[config.mk]
export PLATFORM = sky130hd
export DESIGN_NAME = scs_cell
export DESIGN_NICKNAME = d
export VERILOG_FILES = /design/src/scs_pkg.sv /design/src/scs_cell.sv
export SDC_FILE = /design/constraint.sdc
export NUM_CORES = 1
export LEC_CHECK = 0
export BUFFER_PORTS_ARGS = -buffer_cell sky130_fd_sc_hd__buf_2
export CORE_UTILIZATION = 35
export DETAILED_ROUTE_END_ITERATION = 8
export PLACE_DENSITY = 0.68
export SLEW_MARGIN = 15
export SYNTH_ARGS = -nofsm -noshare
export SYNTH_HDL_FRONTEND = slang
export SYNTH_SLANG_ARGS = --single-unit
[constraint.sdc]
create_clock -name clk -period 2.1 [get_ports clk]
set_input_delay 0.105 -clock clk [delete_from_list [all_inputs] [get_ports clk]]
set_output_delay 0.105 -clock clk [all_outputs]
set_load 0.02 [all_outputs]
[src/scs_pkg.sv]
// Shared types and constants for the sorted coordinate set.
`timescale 1ns / 1ps

package scs_pkg;

  localparam int FIELD_W = 16;  // width of the coordinate ports
  localparam int TOTAL_W = 9;   // width of the total_cells port

  typedef enum logic [1:0] {
    KIND_ADD    = 2'd0,
    KIND_REMOVE = 2'd1,
    KIND_QUERY  = 2'd2,
    KIND_CLEAR  = 2'd3
  } kind_t;

  // Broadcast control from the sequencer to every cell.
  typedef struct packed {
    logic cmp;  // compare the broadcast key against the held key
    logic ins;  // open a slot and insert the key
    logic del;  // close the slot holding the key
    logic clr;  // invalidate everything
  } scs_ctrl_t;

endpackage

[src/scs_cell.sv]
// One cell of the sorted chain: a key, its valid bit and the compare flags.
`timescale 1ns / 1ps

module scs_cell import scs_pkg::*; #(
  parameter int KEY_W = 32
) (
  input  logic             clk,
  input  logic             rst_n,
  input  scs_ctrl_t        ctrl,
  input  logic [KEY_W-1:0] key_in,
  input  logic             left_lt,
  input  logic             left_valid,
  input  logic [KEY_W-1:0] left_key,
  input  logic             right_valid,
  input  logic [KEY_W-1:0] right_key,
  output logic             lt,
  output logic             eq,
  output logic             valid,
  output logic [KEY_W-1:0] key
);

  logic             valid_r;
  logic [KEY_W-1:0] key_r;
  logic             lt_r;
  logic             eq_r;

  always_ff @(posedge clk) begin
    if (!rst_n) begin
      valid_r <= 1'b0;
      lt_r    <= 1'b0;
      eq_r    <= 1'b0;
    end else begin
      if (ctrl.cmp) begin
        lt_r <= valid_r && (key_r < key_in);
        eq_r <= valid_r && (key_r == key_in);
      end
      if (ctrl.clr) begin
        valid_r <= 1'b0;
      end else if (ctrl.ins && !lt_r) begin
        // first cell not below the key takes it, the rest shift right
        valid_r <= left_lt ? 1'b1 : left_valid;
      end else if (ctrl.del && !lt_r) begin
        valid_r <= right_valid;
      end
    end
  end

  always_ff @(posedge clk) begin
    if (ctrl.ins && !lt_r) begin
      key_r <= left_lt ? key_in : left_key;
    end else if (ctrl.del && !lt_r) begin
      key_r <= right_key;
    end
  end

  assign lt    = lt_r;
  assign eq    = eq_r;
  assign valid = valid_r;
  assign key   = key_r;

endmodule

Yosys cells after proc, flatten, opt, wreduce, memory -nomap -nowiden
Index checks and enable logic that the tools add are counted.
{"block": "totals", "word_cells": 20, "regBits": 35, "inputBits": 105, "output_inout_bits": 35}
{"block": "op_classes", "mux": 6, "n_eq_ne": 1, "bitwise_logic": 1, "order_cmp": 1, "reduce_logical": 7}
{"op": "two-way mux 32 bit", "count": 3}
{"op": "== test 32 bit", "count": 1}
{"op": "less-than comparator 32 bit", "count": 1}
{"op": "logical AND 1 bit", "count": 4}
{"op": "two-way mux 1 bit", "count": 3}
{"op": "nonzero test 2 bit", "count": 1}
{"op": "OR reduction 2 bit", "count": 1}
{"op": "zero test 1 bit", "count": 1}
{"op": "inverter 1 bit", "count": 1}

Depth between registers and ports, before layout
Gate-level depths: netlist of the first run.
{"block": "logic_depth", "word_depth": 4, "depth_mapped": 7, "ltp_nobuf": 7}

Worst setup path before layout of the first run
OpenSTA, ideal clock, no wires.
{"block": "synth_timing", "kind": "reg-to-reg", "start": "register lt_r (netlist: lt)", "end": "register valid_r (netlist: valid)", "stages_incl_launch_ff": 4, "n_path_buf": 0, "t_required_ns": 1.982, "path_slack_ns": -0.200, "period_less_slack_ns": 2.300, "setup_ns": 0.118, "arrival_time_ns": 2.182, "cell_sequence": "dfxtp_1 -> nor2_1 -> mux2i_1 -> nor3_1"}
{"block": "synth_between", "elab_chain_cells": 3, "word_cells_on_any_way": 5, "classes_between": "mux: 1; reduce/logical: 4"}
{"element": "start, declared", "line": "scs_cell.sv:24", "rtl": "logic lt_r;"}
{"element": "start signal, assigned", "line": "scs_cell.sv:34", "rtl": "lt_r <= valid_r && (key_r < key_in);"}
{"element": "zero test 1 bit *", "line": "scs_cell.sv:39, scs_cell.sv:42"}
{"element": "logical AND 1 bit (on tied branches)", "line": "scs_cell.sv:39, scs_cell.sv:42"}
{"element": "two-way mux 1 bit / nonzero test 2 bit (equally long branches)"}
{"element": "end signal, assigned", "line": "scs_cell.sv:41", "rtl": "valid_r <= left_lt ? 1'b1 : left_valid;"}
{"element": "end signal, assigned", "line": "scs_cell.sv:43", "rtl": "valid_r <= right_valid;"}
{"element": "end, declared", "line": "scs_cell.sv:22", "rtl": "logic valid_r;"}
Every way passes the cells marked *; elsewhere a longest branch is shown, timed or not.
A chain may end at the register's enable or synchronous reset.

Worst setup path after layout of the first run
{"block": "layout_timing", "start": "register key_r[14] (netlist: key[14])", "end": "register lt_r (netlist: lt)"}
{"block": "layout_between", "elab_chain_cells": 2}
{"element": "start, declared", "line": "scs_cell.sv:23", "rtl": "logic [KEY_W-1:0] key_r;"}
{"element": "start signal, assigned", "line": "scs_cell.sv:50", "rtl": "key_r <= left_lt ? key_in : left_key;"}
{"element": "start signal, assigned", "line": "scs_cell.sv:52", "rtl": "key_r <= right_key;"}
{"element": "less-than comparator 32 bit", "line": "scs_cell.sv:34"}
{"element": "logical AND 1 bit", "line": "scs_cell.sv:34"}
No other way between the ends.

==> results of run 1 <==
==> sequential cells by signal, summed over array words and instances, names as in the netlist <==
signal / cells
valid: 1
lt: 1
key: 32
eq: 1
==> how the worst max path moves through the flow <==
stage / from / endpoint / slack, ns
after CTS: key[14] / lt / 0.11
after global placement: key[14] / lt / 0.27
after detailed placement: key[14] / lt / 0.15
after floorplan: key[14] / lt / 0.17
after global routing: key[14] / lt / 0.04
final: key[14] / lt / 0.16
==> power by group <==
part           switching [W]  internal (W)
Combinational       0.000346      0.000258
Sequential         0.0000362      0.000848
Clock               0.000227      0.000228
Total               0.000608       0.00133
==> through the flow <==
step	util, %	std cells	setup WS, ns	hold WS (ns)
2_1_floorplan	-	270	0.166	0.184
3_3_place_gp	48.8	500	0.267	0.273
3_5_place_dp	48.8	500	0.153	0.276
4_1_cts	50.1	508	0.109	0.0868
5_1_grt	50.2	508	0.0404	0.109
6_report	50.2	508	0.164	0.0956
==> worst max-delay path, cell delays in order, from the launching register on <==
cell	delay, ns
edfxtp_1	0.39
ha_1	0.34
a21oi_2	0.15
nand2_1	0.07
a221o_1	0.35
o311a_1	0.37
a211oi_2	0.20
==> cell usage after synthesis (all sizes together) <==
cell type  count
edfxtp        32
inv           33
ha            32
a21oi         13
a221o          1
a2111oi        1
nand3          4
mux2i         33
nand2b         3
nor3           2
a211oi         2
nand2         41
dfxtp          3
buf            3
nor2b          1
a21boi         2
nor2           7
o211ai         2
clkbuf         8
a21o           1
nand4          7
o311a          1
nor4           2
o21ai         36
==> cell families after synthesis <==
family | after synthesis | synth area share (%)
compound gates | 59 | 13.2
fa+ha+maj | 32 | 15.7
simple gates | 67 | 11.4
buf+inv | 44 | 6.63
mux | 33 | 13.0
flops | 35 | 40.1
==> layer usage <==
layer  vias up  share of wire [%]  GRT usage (%)
met5         -                  0              0
met4         0                1.9           6.11
met3        10                5.6           3.70
met2        79                 48           30.8
met1      1053                 44           21.4
li1       1247                  -              -
==> area by class of cell <==
| type | instances | area (sq um) | area share [%] |
|---|---|---|---|
| inverter | 33 | 124 | 3.57 |
| clock buffer | 7 | 76.3 | 2.20 |
| sequential | 35 | 1020 | 29.5 |
| multi-input combinational | 191 | 1370 | 39.6 |
| timing repair buffer | 146 | 751 | 21.7 |
| tap | 96 | 120 | 3.47 |
==> timing repair <==
action	4_1_cts	5_1_grt
hold buffers	1	0
endpoints found under the hold margin	1	0
setup endpoints to repair	0	1
resized for setup	0	1
==> reports/metrics.csv, run 1 <==
stage;metric;value;unit
status;outcome;finished clean;
run;MaxCap Viol Count;0;
finish;most common cell after layout, fill and taps aside;buf_2;
finish;Synth-to-Final Area Change;36.1;%
worst_hold_path;Hold Path Class;primary input to flip-flop;
drt;post-route ant nets;0;
yosys;Mapped Cells;270;
sta;final period utilization;92.2;%
drt;DRC violations left;0;
global_routing;vias in the first global route;2326;
yosys;dominant cell type by area after synthesis;edfxtp_1;
worst_hold_path;Hold Path End;key[25];
finish;post-route cell area;3470;sq um
finish;number of diodes;0;
place;placed cell areas;3370;sq um
power;VDD IR max;0.000235;V
critical_path;reg-to-reg endpoint;lt;
finish;fill count;707;
place;gpl congestion;0.795;
sta;crit path time final;1.94;ns
drt;drt initial violations;94;
critical_path;Worst Path Arrival;2.14;ns
critical_path;Worst Path Class, Setup;flip-flop to flip-flop;
critical_path;Setup crit end kind;flip-flop;
clocking;worst-skew pair later-pin latency;0.28;ns
yosys;synthesized cell area;2550;sq um
sta;Fin. Hold Viols;0;
clocking;Num CTS Buffers;5;
yosys;number of synthesized register bits;35;
critical_path;CP startpoint kind;flip-flop;
sta;Worst Tran Pin Value;0.459;ns
place;Post-DP HPWL;5530;um
finish;Nets;549;
drt;Vias/cell;4.70;
yosys;post-synthesis average cell area;9.43;sq um
global_routing;global route overflow;0;
yosys;warnings from Yosys;0;
yosys;Yosys top cell area share;37.7;%
yosys;number of distinct library cells after synthesis;27;
global_routing;global-route usage over all layers;17.6;%
place;Port Buffers;139;
drt;total number of vias;2389;
global_routing;first-pass GRT wire length;10500;um
sta;Setup TNS;0;ns
global_routing;largest net degree at the start of global routing;39;
floorplanning;Starting Density;36.9;%
clocking;Num Clock Sinks;35;
sta;endpoints failing setup;0;
worst_hold_path;Hold Crit Depth;3;
floorplanning;Die Height;87.3;um
drt;DRT Wirelength;6560;um
clocking;CTS tree;built;
floorplanning;IO Count;140;
yosys;largest cells by area after synthesis;edfxtp_1 (38%), ha_1 (16%), mux2i_1 (13%), o21ai_0 (7.1%), nand2_1 (6.0%);
critical_path;Worst R2R Start;key[14];
sta;skew final;0.00636;ns
finish;share of cells above drive strength 1;37.6;%
critical_path;flop-to-flop setup slack;0.16;ns
power;Final Power;0.00194;W
floorplanning;Site Rows;30;
critical_path;FF-to-FF path depth;6;
yosys;syn_nets;407;
sta;Max Slew Vio Count;0;
sta;fmax;516;MHz
global_routing;initial antenna violation count;0;
critical_path;required time worst endpoint;2.30;ns
clocking;clock slew at reported path FFs;0.07;ns
yosys;sequential fraction of the synthesis area;40.1;%
clocking;Setup Fix Bufs, Post-CTS;0;
sta;Slew headroom;69.1;%
drt;wire length per cell;12.9;um
clocking;maximum root-to-sink buffer count;2;
critical_path;Crit Path Max Fanout;3;
clocking;H-Tree Level Count;2;
power;leakage;1.82;nW
worst_hold_path;hold path startpoint;right_key[25];
finish;most frequent cells in the layout;buf_2 (139), nand2_1 (41), o21ai_0 (36), inv_1 (33), mux2i_1 (33);
floorplanning;Die Wd;87.3;um
clocking;clk root buf;clkbuf_8;
sta;RSZ-0062 raised after global routing;no;
power;pwr/cell area;560;nW/um^2
floorplanning;Core Box Area;6910;sq um
drt;drt pass-1 iters;4;
floorplanning;Die Footprint;7620;sq um
Power figures use the tool's default switching activity.
==> run 2, diff against run 1 <==
Settings changed: SETUP_SLACK_MARGIN set to 0.2.
==> run 2 against run 1 <==
  * Worst setup slack improved by 0.12 ns
  * Cell area is 4.1% higher
  * Fmax up 6.8%
  * Clock power rose by 39%
  * Power rose by 11%
  * Flip-flop and latch count unchanged
  * Largest cell class unchanged
  * Highest routed layer unchanged
==> reports/metrics.csv, run 2 (same netlist as run 1, synthesis figures left out) <==
stage;metric;value;unit;change
floorplanning;IO Count;140;;unchanged
global_routing;global route overflow;0;;unchanged
finish;share of cells above drive strength 1;40.0;%;was 37.6%
place;Post-DP HPWL;5430;um;was 5530 um
sta;Fin. Hold Viols;0;;unchanged
drt;DRT Wirelength;6590;um;was 6560 um
sta;Worst Tran Pin Value;0.629;ns;was 0.459 ns
power;Comb power frac;29.2;%;was 31.1%
power;part of the power in registers;41.4;%;was 45.5%
clocking;Num CTS Buffers;5;;unchanged
critical_path;Setup crit end kind;flip-flop;;unchanged
critical_path;CP startpoint kind;flip-flop;;unchanged
global_routing;largest net degree at the start of global routing;32;;was 39
power;switching part of the total power;29.8;%;was 31.3%
sta;crit path time final;1.81;ns;was 1.94 ns
finish;final core utilization;52.2;%;was 50.2%
global_routing;vias in the first global route;2251;;was 2326
floorplanning;Die Height;87.3;um;unchanged
sta;final period utilization;86.4;%;was 92.2%
finish;most frequent cells in the layout;buf_2 (139), nand2_1 (41), o21ai_0 (34), inv_1 (33), mux2i_1 (33);;was buf_2 (139), nand2_1 (41), o21ai_0 (36), inv_1 (33), mux2i_1 (33)
floorplanning;Starting Density;36.9;%;unchanged
critical_path;Worst Path Class, Setup;flip-flop to flip-flop;;unchanged
clocking;H-Tree Level Count;2;;unchanged
drt;total number of vias;2409;;was 2389
power;Clk pwr share;29.4;%;was 23.4%
clocking;maximum root-to-sink buffer count;2;;unchanged
floorplanning;Site Rows;30;;unchanged
status;outcome;finished clean;;unchanged
clocking;worst-skew pair later-pin latency;0.28;ns;about the same
floorplanning;Die Footprint;7620;sq um;unchanged
sta;fmax;551;MHz;was 516 MHz
critical_path;Worst Path Arrival;1.98;ns;was 2.14 ns
global_routing;initial antenna violation count;0;;unchanged
clocking;CTS tree;built;;unchanged
finish;Nets;549;;unchanged
critical_path;critical path launch point;key[11];;was key[14]
critical_path;Crit Path Max Fanout;3;;unchanged
power;leakage;1.85;nW;was 1.82 nW
clocking;Num Clock Sinks;35;;unchanged
finish;max reg flops;32;;unchanged
clocking;clk root buf;clkbuf_8;;unchanged
drt;Vias/cell;4.73;;was 4.70
drt;drt initial violations;66;;was 94
sta;skew final;0.00515;ns;was 0.00636 ns
global_routing;global-route usage over all layers;17.0;%;was 17.6%
power;Final Power;0.00215;W;was 0.00194 W
sta;endpoints failing setup;0;;unchanged
floorplanning;Core Box Area;6910;sq um;unchanged
place;Port Buffers;139;;unchanged
drt;DRC violations left;0;;unchanged
sta;hold_ws;0.0968;ns;was 0.0956 ns
sta;Setup TNS;0;ns;unchanged
critical_path;required time worst endpoint;2.27;ns;was 2.30 ns
run;MaxCap Viol Count;0;;unchanged
finish;most common cell after layout, fill and taps aside;buf_2;;unchanged
power;VDD IR max;0.000247;V;was 0.000235 V
finish;number of diodes;0;;unchanged
clocking;clock slew at reported path FFs;0.08;ns;was 0.07 ns
sta;RSZ-0062 raised after global routing;no;;unchanged
place;placed insts;500;;unchanged
critical_path;Worst R2R Start;key[11];;was key[14]
sta;Max Slew Vio Count;0;;unchanged
power;Int Pwr;0.00151;W;was 0.00133 W
drt;wire length per cell;12.9;um;about the same
floorplanning;Die Wd;87.3;um;unchanged
worst_hold_path;Hold Path Class;primary input to flip-flop;;unchanged
place;gpl congestion;0.819;;was 0.795
finish;Final Instance Count excl. Fillers;509;;was 508
sta;Slew headroom;58.0;%;was 69.1%
finish;Synth-to-Final Area Change;41.6;%;was 36.1%
worst_hold_path;hold path startpoint;right_key[5];;was right_key[25]
power;Switching Power;0.000640;W;was 0.000608 W
global_routing;first-pass GRT wire length;10200;um;was 10500 um
finish;fill count;679;;was 707
clocking;Setup Fix Bufs, Post-CTS;0;;unchanged
power;pwr/cell area;595;nW/um^2;was 560 nW/um^2
drt;post-route ant nets;0;;unchanged
drt;drt pass-1 iters;4;;unchanged
[run 2: worst max-delay path: stages, from the launching register on]
cell	delay, ns
edfxtp_1	0.41
ha_1	0.33
nand4_1	0.15
nor4_2	0.33
a21boi_1	0.24
o311a_1	0.20
a211oi_2	0.05
[run 2: metal layers]
layer	part of all wire, %	track usage, %	vias up
li1	-	-	1250
met3	5.1	3.41	10
met2	50	30.0	74
met5	0	0	-
met1	43	20.8	1075
met4	1.8	4.92	0
[run 2: worst paths after layout]
check	endpoint	slack [ns]	cells past startpoint
min	key[5]	0.1	3
max	lt	0.29	6
max reg2reg	lt	0.29	6
min reg2reg	eq	0.48	2
[run 2: timing repair]
item,CTS,global route
setup endpoints to repair,1,2
pin swaps,0,5
hold buffers,1,0
hold endpoints to repair,1,0
gates resized for setup,2,8
[run 2: power groups by stage]
stage	clock, W	combinational, W	sequential, W
6_report	0.000632	0.000627	0.000889
3_5_place_dp	0	0.000611	0.000902
2_1_floorplan	0	0.000267	0.000987
4_1_cts	0.000643	0.000618	0.000887
3_3_place_gp	0	0.000602	0.000896
5_1_grt	0.000674	0.000704	0.000898
[run 2: final cells by class]
cell class / count / area [sq um] / share of cell area, %
multi-input cells: 191 / 1450 / 40.2
well taps: 96 / 120 / 3.33
clock inverters: 2 / 35.0 / 0.971
clock buffers: 6 / 82.6 / 2.29
flip-flops and latches: 35 / 1020 / 28.3
inverters: 33 / 124 / 3.43
repair buffers: 146 / 776 / 21.5
[run 2: per-stage QoR]
stage,setup slack (ns),cell area [sq um]
floorplan,0.234,2560
global placement,0.284,3410
detailed placement,0.181,3410
CTS,0.207,3540
global route,0.208,3610
finish,0.286,3610
